**src/rtl/ipv4hc_pkg.sv**
```systemverilog
package ipv4hc_pkg;

   localparam logic [5:0]  MinHdrLen   = 6'd20;
   localparam logic [3:0]  Ipv4Version = 4'd4;
   localparam logic [15:0] CountMax    = 16'hFFFF;
   localparam logic [15:0] CsumLowPos  = 16'd11;

   typedef enum logic [2:0] {
      ST_OK        = 3'd0,
      ST_SHORT     = 3'd1,
      ST_VERSION   = 3'd2,
      ST_HDR_LEN   = 3'd3,
      ST_TOTAL_LEN = 3'd4,
      ST_CHECKSUM  = 3'd5
   } status_type;

   typedef struct packed {
      logic [15:0] byte_count;
      logic [20:0] sum_acc;
      logic [7:0]  ver_len;
      logic [15:0] length_word;
      logic [15:0] stored_sum;
      logic [7:0]  tos;
      logic [15:0] ident;
      logic [15:0] flags;
      logic [15:0] ttl_proto;
      logic [31:0] src;
      logic [31:0] dst;
   } snap_type;

   typedef struct packed {
      logic     valid;
      snap_type fields;
   } snap_bus_type;

endpackage

```
**src/rtl/ipv4hc_accum.sv**
```systemverilog
module ipv4hc_accum (
   input  logic                    clock,
   input  logic                    reset,
   input  logic                    req_valid,
   output logic                    req_ready,
   input  logic [7:0]              req_data_byte,
   input  logic                    req_last_byte,
   output ipv4hc_pkg::snap_bus_type snap_bus,
   input  logic                    snap_ready
);
   import ipv4hc_pkg::*;

   logic        in_valid_ff;
   logic [7:0]  in_data_ff;
   logic        in_last_ff;
   logic        in_adv;

   logic [15:0] count_ff, count_in;
   logic [20:0] sum_ff, sum_in;
   logic [7:0]  pend_ff, pend_in;
   logic [7:0]  ver_ff, ver_in;
   logic [15:0] len_ff, len_in;
   logic [15:0] csum_ff, csum_in;
   logic [7:0]  tos_ff, tos_in;
   logic [15:0] ident_ff, ident_in;
   logic [15:0] flags_ff, flags_in;
   logic [15:0] ttlp_ff, ttlp_in;
   logic [31:0] src_ff, src_in;
   logic [31:0] dst_ff, dst_in;

   logic [5:0]  ihl;
   logic [15:0] word;

   assign in_adv    = in_valid_ff && (!in_last_ff || snap_ready);
   assign req_ready = !in_valid_ff || in_adv;

   always_comb begin
      ver_in   = ver_ff;
      tos_in   = tos_ff;
      len_in   = len_ff;
      ident_in = ident_ff;
      flags_in = flags_ff;
      ttlp_in  = ttlp_ff;
      csum_in  = csum_ff;
      src_in   = src_ff;
      dst_in   = dst_ff;
      pend_in  = pend_ff;
      sum_in   = sum_ff;
      if (count_ff[15:5] == 11'd0) begin
         case (count_ff[4:0])
            5'd0: begin
               ver_in = in_data_ff;
            end
            5'd1: begin
               tos_in = in_data_ff;
            end
            5'd2, 5'd3: begin
               len_in = {len_ff[7:0], in_data_ff};
            end
            5'd4, 5'd5: begin
               ident_in = {ident_ff[7:0], in_data_ff};
            end
            5'd6, 5'd7: begin
               flags_in = {flags_ff[7:0], in_data_ff};
            end
            5'd8, 5'd9: begin
               ttlp_in = {ttlp_ff[7:0], in_data_ff};
            end
            5'd10, 5'd11: begin
               csum_in = {csum_ff[7:0], in_data_ff};
            end
            5'd12, 5'd13, 5'd14, 5'd15: begin
               src_in = {src_ff[23:0], in_data_ff};
            end
            5'd16, 5'd17, 5'd18, 5'd19: begin
               dst_in = {dst_ff[23:0], in_data_ff};
            end
            default: begin
            end
         endcase
      end
      ihl  = {ver_in[3:0], 2'b00};
      word = (count_ff == CsumLowPos) ? 16'd0 : {pend_ff, in_data_ff};
      if (count_ff < {10'd0, ihl}) begin
         if (!count_ff[0]) begin
            pend_in = in_data_ff;
         end else begin
            sum_in = sum_ff + {5'd0, word};
         end
      end
      count_in = (count_ff == CountMax) ? count_ff : count_ff + 16'd1;
   end

   always_comb begin
      snap_bus.valid              = in_adv && in_last_ff;
      snap_bus.fields.byte_count  = count_in;
      snap_bus.fields.sum_acc     = sum_in;
      snap_bus.fields.ver_len     = ver_in;
      snap_bus.fields.length_word = len_in;
      snap_bus.fields.stored_sum  = csum_in;
      snap_bus.fields.tos         = tos_in;
      snap_bus.fields.ident       = ident_in;
      snap_bus.fields.flags       = flags_in;
      snap_bus.fields.ttl_proto   = ttlp_in;
      snap_bus.fields.src         = src_in;
      snap_bus.fields.dst         = dst_in;
   end

   always_ff @(posedge clock) begin
      if (req_ready) begin
         in_data_ff <= req_data_byte;
         in_last_ff <= req_last_byte;
      end
   end

   always_ff @(posedge clock) begin
      if (reset) begin
         in_valid_ff <= 1'b0;
         count_ff    <= '0;
         sum_ff      <= '0;
         pend_ff     <= '0;
         ver_ff      <= '0;
         len_ff      <= '0;
         csum_ff     <= '0;
         tos_ff      <= '0;
         ident_ff    <= '0;
         flags_ff    <= '0;
         ttlp_ff     <= '0;
         src_ff      <= '0;
         dst_ff      <= '0;
      end else begin
         if (req_ready) begin
            in_valid_ff <= req_valid;
         end
         if (in_adv) begin
            if (in_last_ff) begin
               // clear for the next packet
               count_ff <= '0;
               sum_ff   <= '0;
               pend_ff  <= '0;
               ver_ff   <= '0;
               len_ff   <= '0;
               csum_ff  <= '0;
               tos_ff   <= '0;
               ident_ff <= '0;
               flags_ff <= '0;
               ttlp_ff  <= '0;
               src_ff   <= '0;
               dst_ff   <= '0;
            end else begin
               count_ff <= count_in;
               sum_ff   <= sum_in;
               pend_ff  <= pend_in;
               ver_ff   <= ver_in;
               len_ff   <= len_in;
               csum_ff  <= csum_in;
               tos_ff   <= tos_in;
               ident_ff <= ident_in;
               flags_ff <= flags_in;
               ttlp_ff  <= ttlp_in;
               src_ff   <= src_in;
               dst_ff   <= dst_in;
            end
         end
      end
   end

endmodule

```
**config.mk**
```make
export PLATFORM = sky130hd
export DESIGN_NAME = ipv4hc_accum
export DESIGN_NICKNAME = d
export VERILOG_FILES = /design/src/rtl/ipv4hc_pkg.sv /design/src/rtl/ipv4hc_accum.sv
export SDC_FILE = /design/constraint.sdc
export NUM_CORES = 1
export LEC_CHECK = 0
export BUFFER_PORTS_ARGS = -buffer_cell sky130_fd_sc_hd__buf_2
export CAP_MARGIN = 25
export CORE_UTILIZATION = 44
export CTS_CLUSTER_SIZE = 20
export DETAILED_ROUTE_END_ITERATION = 7
export PLACE_DENSITY_LB_ADDON = 0.2
export SYNTH_ARGS = -nofsm -noshare
export SYNTH_HDL_FRONTEND = slang
export SYNTH_SLANG_ARGS = --single-unit
```
**constraint.sdc**
```tcl
create_clock -name clock -period 5.1 [get_ports clock]
set_input_delay 0.765 -clock clock [delete_from_list [all_inputs] [get_ports clock]]
set_output_delay 0.765 -clock clock [all_outputs]
set_load 0.01 [all_outputs]
```
==> impl_metrics.toml, run 1 <==
[outcome]
status = "complete, no violations"

[yosys]
synth_top_area_cell = "dfxtp_1"
synth_warnings = 0
synth_area_um2 = 11200
synth.top_cell.area_share_pct = 37.0
syn_inst = 1190
synth_fp_nets = 1228
yosys.cell_types.count = 67
async_reset_ff_share_pct = 0
synth_ff_type = "dfxtp_1"
synth_seq_area_share_pct = 39.4
synth_area_per_cell_um2 = 9.37
synth-edff-count = 9
ys_ff_latch = 215
synth_area_leaders = "dfxtp_1 (37%), mux2_2 (17%), a22oi_1 (7.2%)"

[power]
leakage_nw = 5.92
p_sw_w = 0.000896
seqPwrFrac_pct = 46.9
pwr-share-comb_pct = 6.4
clkPwrFrac_pct = 46.7
p_sw_share_pct = 24.3
power_density_nw_per_um2 = 277
finalPower_w = 0.00368
peakVddDrop_uv = 190
p_int_w = 0.00279

[timing]
fin_ws_ns = 0.243
clock_skew_ns = 0.0151
setup_viol = 0
fin_crit_sh_pct = 95.2
fmax_ghz = 0.206
hold_viol_final = 0
rsz0062_at_grt = "yes"
max_slew_margin_pct = 30.4
tightest_slew_ns = 1.04
final_max_slew_viol_count = 0
period_needed_ns = 4.86

[global_route]
grt_max_degree = 91
grt_pass1_wl_um = 50200
first_global_vias = 9178
grt.met2_usage_pct = 37.9
antenna_found_initial = 0
grtUsageMet1_pct = 32.7
track_usage_pct = 24.0
met3_usage_pct = 5.44
grt.overflow.total = 0
grt.busiest_layer = "met2"

[place]
place.gp.congestion = 0.910
dp_hpwl_um = 21900
place_ws_ns = 0.592
placement.io_buffers = 211
place_inst = 1657
place_area_um2 = 12500

[routing]
vias = 9673
wl_per_cell_um = 19.1
drt_iter0_drc = 617
vias_per_cell = 5.68
wirelength_um = 32600
ant_nets = 0
first_pass_iters = 5
route.detailed.drc = 0

[setup_path]
start_kind = "flop"
cp_cell_sequence = "inv_1 > ha_2 > nor4b_1 > and4_4 > buf_4 > mux2_2 > inv_1 > ha_1 > o21ai_0 > o21bai_1 > or2_1 > or4_4 > nor2_1 > xor2_1 > buf_2"
crit_path_max_fanout = 6
cp_num_buf_inv = 4
critical_path.most_common_cell = "inv_1"
crit_required_ns = 4.34
r2r_setup_slack_ns = 1.08
cp_top_family = "simple AND/OR/NAND/NOR gates"
arrival_ns = 4.09
critPathCaptureType = "output pin"
critPathKind = "flop to output pin"
critical_path.slowest_cell = "or4_4"
max_stage_delay_ns = 0.55

[floorplanning]
ios = 212
die_area_um2 = 26000
die_h_um = 161
start_util_pct = 45.3
row_count = 57
die_w_um = 161
core_um2 = 24600

[worst_hold_path]
hp-class = "primary input to flop"

[clock_network]
cts_buffers = 24
clockRootBuffer = "clkbuf_16"
cts_sinks = 215
htree_levels = 1
clk_latency_ns = 0.52
clkTransAtPathRegs_ns = 0.06
cts_tree = "built"
clockBufferDepth = 3

[finish]
stdcell_count = 1703
drive_gt1_share_pct = 34.7
synthToLayoutAreaGrowth_pct = 19.3
antenna_cells = 0
nFillCells = 2233
design_area_um2 = 13300
nets = 1400

[flow_run]
drv_cap = 0
==> routing by layer <==
metal  part of all wire (%)  wire length, um
met1                     46            14900
met2                     45            14600
met3                    7.1             2320
met5                      0                0
met4                    2.3              756
==> what timing repair did <==
action	CTS	global route
hold endpoints to repair	0	0
hold buffers	0	0
gates resized for setup	0	10
setup endpoints to repair	0	21
setup buffers	0	3
==> power by group through the flow <==
stage | combinational, W | sequential (W) | clock [W]
floorplan | 0.000153 | 0.00175 | 0
global placement | 0.000227 | 0.00177 | 0
detailed placement | 0.000230 | 0.00177 | 0
CTS | 0.000231 | 0.00173 | 0.00177
global route | 0.000255 | 0.00173 | 0.00184
finish | 0.000236 | 0.00173 | 0.00172
==> through the flow <==
stage	utilization, %	setup TNS, ns	hold WS, ns
4_1_cts	53.9	0	0.391
3_5_place_dp	50.7	0	0.460
2_1_floorplan	-	0	0.441
5_1_grt	54.1	-0.0100	0.386
6_report	54.1	0	0.414
3_3_place_gp	50.5	0	0.456
==> final cells by class <==
cell class	instances	area, um^2	area share, %
clock buffers	31	657	4.94
clock inverters	12	125	0.941
inverters	24	90.1	0.677
multi-input cells	853	6300	47.4
flip-flops and latches	215	4400	33.0
well taps	324	405	3.05
repair buffers	244	1330	9.97
==> Yosys cell counts, drive strengths merged (6+ instances only) <==
| master | instances |
|---|---|
| dfxtp | 206 |
| mux2 | 165 |
| nor2 | 137 |
| a22oi | 107 |
| a22o | 69 |
| clkbuf | 67 |
| nand2 | 60 |
| a21oi | 38 |
| o21ai | 38 |
| buf | 31 |
| and2 | 26 |
| nand3 | 25 |
| ha | 24 |
| inv | 24 |
| nor3 | 17 |
| and3 | 15 |
| xnor2 | 13 |
| edfxtp | 9 |
| nand4 | 9 |
| a21o | 8 |
| a31oi | 8 |
| o21a | 8 |
| xor2 | 8 |
| o31ai | 7 |
| and4 | 6 |
| nor4 | 6 |
| o211ai | 6 |
==> state kept, by name, indices dropped and copies added, names as in the netlist <==
signal       flops
ident_ff        16
in_data_ff       8
in_last_ff       1
sum_ff          21
ver_ff           8
len_ff          16
src_ff          32
count_ff        16
ttlp_ff         16
pend_ff          8
dst_ff          32
csum_ff         16
in_valid_ff      1
tos_ff           8
flags_ff        16
==> kinds of logic after synthesis <==
logic type	share of synthesized area [%]
xor gates and xnor gates	1.65
muxes	16.8
adders and majority gates	2.87
AOI/OAI and AO/OA	20.3
and+or+nand+nor	14.5
DFF	39.4
buffers and inverters	4.50
==> layout by cell type (no fill, tap or decap), types with 6 or more instances in the layout <==
cell / count
clkinv_2: 7
o21ai_0: 32
dfxtp_1: 205
mux2_2: 165
and2_1: 26
nor2_1: 134
ha_1: 23
clkbuf_16: 24
o31ai_1: 7
xnor2_1: 13
nand3_1: 24
a21oi_1: 38
a21o_1: 8
a22o_1: 69
nor3_1: 13
buf_4: 33
o21a_1: 7
buf_2: 210
o211ai_1: 6
nand4_1: 9
a22oi_1: 107
and3_1: 15
a31oi_1: 8
xor2_1: 8
inv_1: 24
edfxtp_1: 9
nand2_1: 59
==> path summary, 6_finish.rpt <==
| kind | from | to | depth (start not counted) |
|---|---|---|---|
| setup reg to reg | count_ff[0]$_SDFFE_PP0P_ | sum_ff[12]$_SDFFE_PP0P_ | 14 |
| setup / recovery | count_ff[0]$_SDFFE_PP0P_ | snap_bus[180] | 15 |
| hold / removal | req_data_byte[7] | in_data_ff[7]$_DFFE_PP_ | 1 |
| hold reg to reg | len_ff[8]$_SDFFE_PP0P_ | len_ff[8]$_SDFFE_PP0P_ | 1 |
(Power assumes the default switching activity.)
==> run 2: changes to the inputs <==
CORE_UTILIZATION = 56   (was 44)
==> impl_metrics.toml, run 2 (synthesized netlist as in run 1, its figures left out) <==
[global_route]
grt_pass1_wl_um = 47700
track_usage_pct = 29.2
first_global_vias = 9119
grt_max_degree = 75
grt.overflow.total = 0
antenna_found_initial = 0

[finish]
drive_gt1_share_pct = 35.2
nFillCells = 1585
nets = 1402
final_cell_mix = "buf_2 (210), dfxtp_1 (203), mux2_2 (165)"
ff_latch_area_um2 = 4400
multiInputGateArea_um2 = 6320
layout_commonest_cell = "buf_2"
fin_util_pct = 68.8
antenna_cells = 0
biggestRegsByFlops = "dst_ff (32), src_ff (32), sum_ff (21)"
synthToLayoutAreaGrowth_pct = 20.1

[power]
finalPower_w = 0.00389
power_density_nw_per_um2 = 291
peakVddDrop_uv = 249
leakage_nw = 6.01

[clock_network]
htree_levels = 1
clockRootBuffer = "clkbuf_16"
cts_sinks = 215
clockBufferDepth = 3
cts_buffers = 24
cts_tree = "built"
clk_latency_ns = 0.52
clkTransAtPathRegs_ns = 0.06

[routing]
drt_iter0_drc = 709
vias_per_cell = 5.98
route.detailed.drc = 0
wirelength_um = 30700
first_pass_iters = 5
wl_per_cell_um = 18.6
ant_nets = 0
vias = 9843

[timing]
hold_viol_final = 0
period_needed_ns = 4.88
tightest_slew_ns = 1.05
clock_skew_ns = 0.0131
fin_ws_ns = 0.222
final_max_slew_viol_count = 0
fmax_ghz = 0.205
fin_crit_sh_pct = 95.6
setup_viol = 0
max_slew_margin_pct = 29.7

[setup_path]
cp_cell_sequence = "inv_1 > ha_2 > nor4b_4 > and4_4 > buf_4 > mux2_2 > inv_1 > ha_1 > o21ai_0 > o21bai_1 > or2_4 > or4_4 > nor2_1 > xor2_1 > buf_2"
worst_r2r_endpoint = "sum_ff[20]$_SDFFE_PP0P_"
cp_num_buf_inv = 4
critPathKind = "flop to output pin"
cp_top_family = "simple AND/OR/NAND/NOR gates"
ff2ff_path_depth = 14
max_stage_delay_ns = 0.53
critPathCaptureType = "output pin"
critical_path.most_common_cell = "inv_1"
crit_required_ns = 4.34
start_kind = "flop"
r2r_setup_slack_ns = 1.49
arrival_ns = 4.11
critical_path.slowest_cell = "or4_4"
rr_startpoint = "count_ff[0]$_SDFFE_PP0P_"
crit_path_max_fanout = 7

[flow_run]
drv_cap = 0

[place]
dp_hpwl_um = 20300
place.gp.congestion = 0.948
placement.io_buffers = 211
place_ws_ns = 0.517

[worst_hold_path]
hp-class = "primary input to flop"
hold_end = "in_data_ff[7]$_DFFE_PP_"
hold_start = "req_data_byte[7]"
hold_depth = 1

[floorplanning]
die_w_um = 143
die_area_um2 = 20500
die_h_um = 143
ios = 212
start_util_pct = 57.3
core_um2 = 19500
row_count = 51

[outcome]
status = "complete, no violations"
run 2: changes by cell type in the layout (fill, tap and decap cells not counted), moves of 2 or more:
cell	change
dfxtp_2	+2
clkbuf_8	+4
clkbuf_16	+2
bufinv_16	+2
dfxtp_1	-2
clkbuf_1	-2
clkinv_2	-3
buf_4	+2
run 2: report_power, final:
group          switching [W]  internal [W]
Clock               0.000702       0.00123
Combinational       0.000170     0.0000738
Sequential         0.0000146       0.00170
Total               0.000886       0.00301
run 2: how the worst max path moves through the flow:
stage                              startpoint             to  slack [ns]  cells after the start
floorplan            count_ff[0]$_SDFFE_PP0P_  snap_bus[178]        0.80                     15
global placement     count_ff[0]$_SDFFE_PP0P_  snap_bus[180]        0.65                     15
detailed placement   count_ff[0]$_SDFFE_PP0P_  snap_bus[178]        0.52                     15
CTS                  count_ff[0]$_SDFFE_PP0P_  snap_bus[178]        0.02                     15
global route        count_ff[12]$_SDFFE_PP0P_  snap_bus[176]       -0.02                     16
finish               count_ff[0]$_SDFFE_PP0P_  snap_bus[178]        0.22                     15
run 2: final cells by class:
class	count	share of cell area (%)
clock inverter	9	1.13
sequential	215	32.8
timing repair buffer	246	10.0
multi-input combinational	853	47.2
clock buffer	35	5.63
tap	265	2.48
inverter	24	0.673
run 2: routing by layer:
layer  vias to the layer above  track usage (%)  part of all wire, %
li1                       4738                -                    -
met1                      4717             38.4                   43
met2                       339             47.8                   47
met3                        49             5.90                  7.5
met4                         0             9.17                  2.2
met5                         -                0                    0
run 2: what timing repair did:
action	4_1_cts	5_1_grt
buffers inserted	0	2
setup endpoints to repair	3	14
resized for setup	1	15
hold buffers	0	0
pin swaps	0	1
run 2: metrics by stage:
stage | cells | hold slack [ns] | TNS [ns] | area, um^2
after floorplan | 1190 | 0.441 | 0 | 11200
after global placement | 1596 | 0.455 | 0 | 12400
after detailed placement | 1600 | 0.461 | 0 | 12400
after CTS | 1644 | 0.414 | 0 | 13300
after global routing | 1647 | 0.413 | -0.0230 | 13400
final | 1647 | 0.425 | 0 | 13400
==> run 3: changes to the inputs <==
CORE_UTILIZATION = 60   (was 56)
GPL_ROUTABILITY_DRIVEN = 0   (was default)
clock period = 5.73 ns   (was 5.1 ns; I/O delays follow)
==> impl_metrics.toml, run 3 (synthesized netlist as in run 1, its figures left out) <==
[routing]
vias = 9857
drt_iter0_drc = 639
wirelength_um = 30100
wl_per_cell_um = 18.8
vias_per_cell = 6.16
route.detailed.drc = 26
ant_nets = 0
first_pass_iters = 7

[finish]
final_cell_mix = "buf_2 (210), dfxtp_1 (206), mux2_2 (165)"
drive_gt1_share_pct = 33.4
layout_commonest_cell = "buf_2"
synthToLayoutAreaGrowth_pct = 16.9
nets = 1391
biggestRegsByFlops = "dst_ff (32), src_ff (32), sum_ff (21)"

[clock_network]
cts_buffers = 22
clk_latency_ns = 0.50
cts_tree = "built"
clockRootBuffer = "clkbuf_16"
ctsHoldBuffers = 0
htree_levels = 1
post_cts_buffers = 0
clockBufferDepth = 3
clkTransAtPathRegs_ns = 0.06
cts_sinks = 215

[setup_path]
crit_required_ns = 4.87
ff2ff_path_depth = 13
rr_startpoint = "count_ff[0]$_SDFFE_PP0P_"
worst_r2r_endpoint = "sum_ff[12]$_SDFFE_PP0P_"
start_kind = "flop"
r2r_setup_slack_ns = 1.22
crit_path_max_fanout = 24
critPathKind = "flop to output pin"
startpoint = "count_ff[0]$_SDFFE_PP0P_"
arrival_ns = 4.65
critPathCaptureType = "output pin"

[place]
placement.io_buffers = 211
dp_hpwl_um = 20100
place_ws_ns = 0.499

[timing]
period_needed_ns = 5.51
clock_skew_ns = 0.0142
fin_crit_sh_pct = 96.1
fin_ws_ns = 0.223
fmax_ghz = 0.182
final_max_slew_viol_count = 0
tightest_slew_ns = 1.06
hold_viol_final = 0
setup_viol = 0
max_slew_margin_pct = 29.2

[floorplanning]
core_um2 = 18100
start_util_pct = 61.7
ios = 212
die_area_um2 = 19100
die_h_um = 138
die_w_um = 138
row_count = 49

[power]
clkPwrFrac_pct = 44.1
finalPower_w = 0.00312
power_density_nw_per_um2 = 239
peakVddDrop_uv = 226
p_sw_share_pct = 23.8
leakage_nw = 5.83
pwr-share-comb_pct = 6.8
p_int_w = 0.00238
p_sw_w = 0.000743
seqPwrFrac_pct = 49.1

[outcome]
violations = "DRC"
status = "finished with violations"

[worst_hold_path]
hp-class = "flop to flop"
hold_end = "ident_ff[10]$_SDFFE_PP0P_"
hold_depth = 1
hold_start = "ident_ff[10]$_SDFFE_PP0P_"

[global_route]
track_usage_pct = 30.5
first_global_vias = 9259
grt.overflow.total = 0
grt_max_degree = 91
grt_pass1_wl_um = 48000
antenna_found_initial = 3

[flow_run]
drv_cap = 0
run 3: cell types whose count changed in the layout (fill, tap and decap cells not counted), moves of 3 or more:
cell,delta
clkbuf_16,-3
bufinv_16,-4
dfxtp_2,-3
buf_4,-12
clkbuf_1,+3
clkinv_1,+3
diode_2,+3
dfxtp_1,+3
run 3: how the worst max path moves through the flow:
stage | to | slack [ns]
6_report | snap_bus[176] | 0.22
5_1_grt | snap_bus[176] | -0.05
4_1_cts | snap_bus[180] | 0.16
3_5_place_dp | snap_bus[176] | 0.50
3_3_place_gp | snap_bus[176] | 0.75
2_1_floorplan | snap_bus[178] | 1.34
run 3: per-stage QoR:
stage / utilization, % / setup TNS (ns) / hold WS, ns / instances / area [um^2]
5_1_grt: 72.1 / -0.120 / 0.496 / 1600 / 13000
6_report: 72.1 / 0 / 0.471 / 1600 / 13000
3_3_place_gp: 67.8 / 0 / 0.455 / 1552 / 12300
2_1_floorplan: - / 0 / 0.441 / 1190 / 11200
3_5_place_dp: 68.0 / 0 / 0.460 / 1555 / 12300
4_1_cts: 71.9 / 0 / 0.477 / 1594 / 13000
run 3: power by group through the flow:
stage	Clock [W]	Combinational, W	Sequential [W]
CTS	0.00140	0.000206	0.00153
floorplan	0	0.000136	0.00156
global route	0.00145	0.000228	0.00153
global placement	0	0.000202	0.00156
finish	0.00138	0.000212	0.00153
detailed placement	0	0.000205	0.00156
run 3: layout make-up:
cell class,instances,area (um^2)
Multi-Input combinational cell,853,6280
Sequential cell,215,4390
Timing Repair Buffer,237,1290
Clock buffer,33,663
Clock inverter,6,28.8
Tap cell,229,287
Antenna cell,3,7.51
Fill cell,1373,5050
Inverter,24,90.1
run 3: critical path, cell delays in order (launching register included):
cell	delay, ns
dfxtp_1	0.46
inv_1	0.23
ha_1	0.26
nor4b_1	0.28
and4_2	0.47
mux2_2	0.39
inv_1	0.07
ha_1	0.23
a211oi_1	0.27
o21bai_1	0.14
nor3_1	0.34
nand2_2	0.38
nor3_1	0.33
xnor2_1	0.15
buf_2	0.15
run 3: repair_timing:
item,CTS,global route
pin swaps,0,0
resized for setup,1,1
endpoints found under the setup margin,1,6
gates cloned,0,0
run 3: metal layers:
metal	GRT usage [%]	up-vias	routed length (um)
li1	-	4703	-
met1	39.7	4746	13000
met2	49.5	347	13800
met3	6.93	61	2400
met4	11.4	0	943
met5	0	-	0
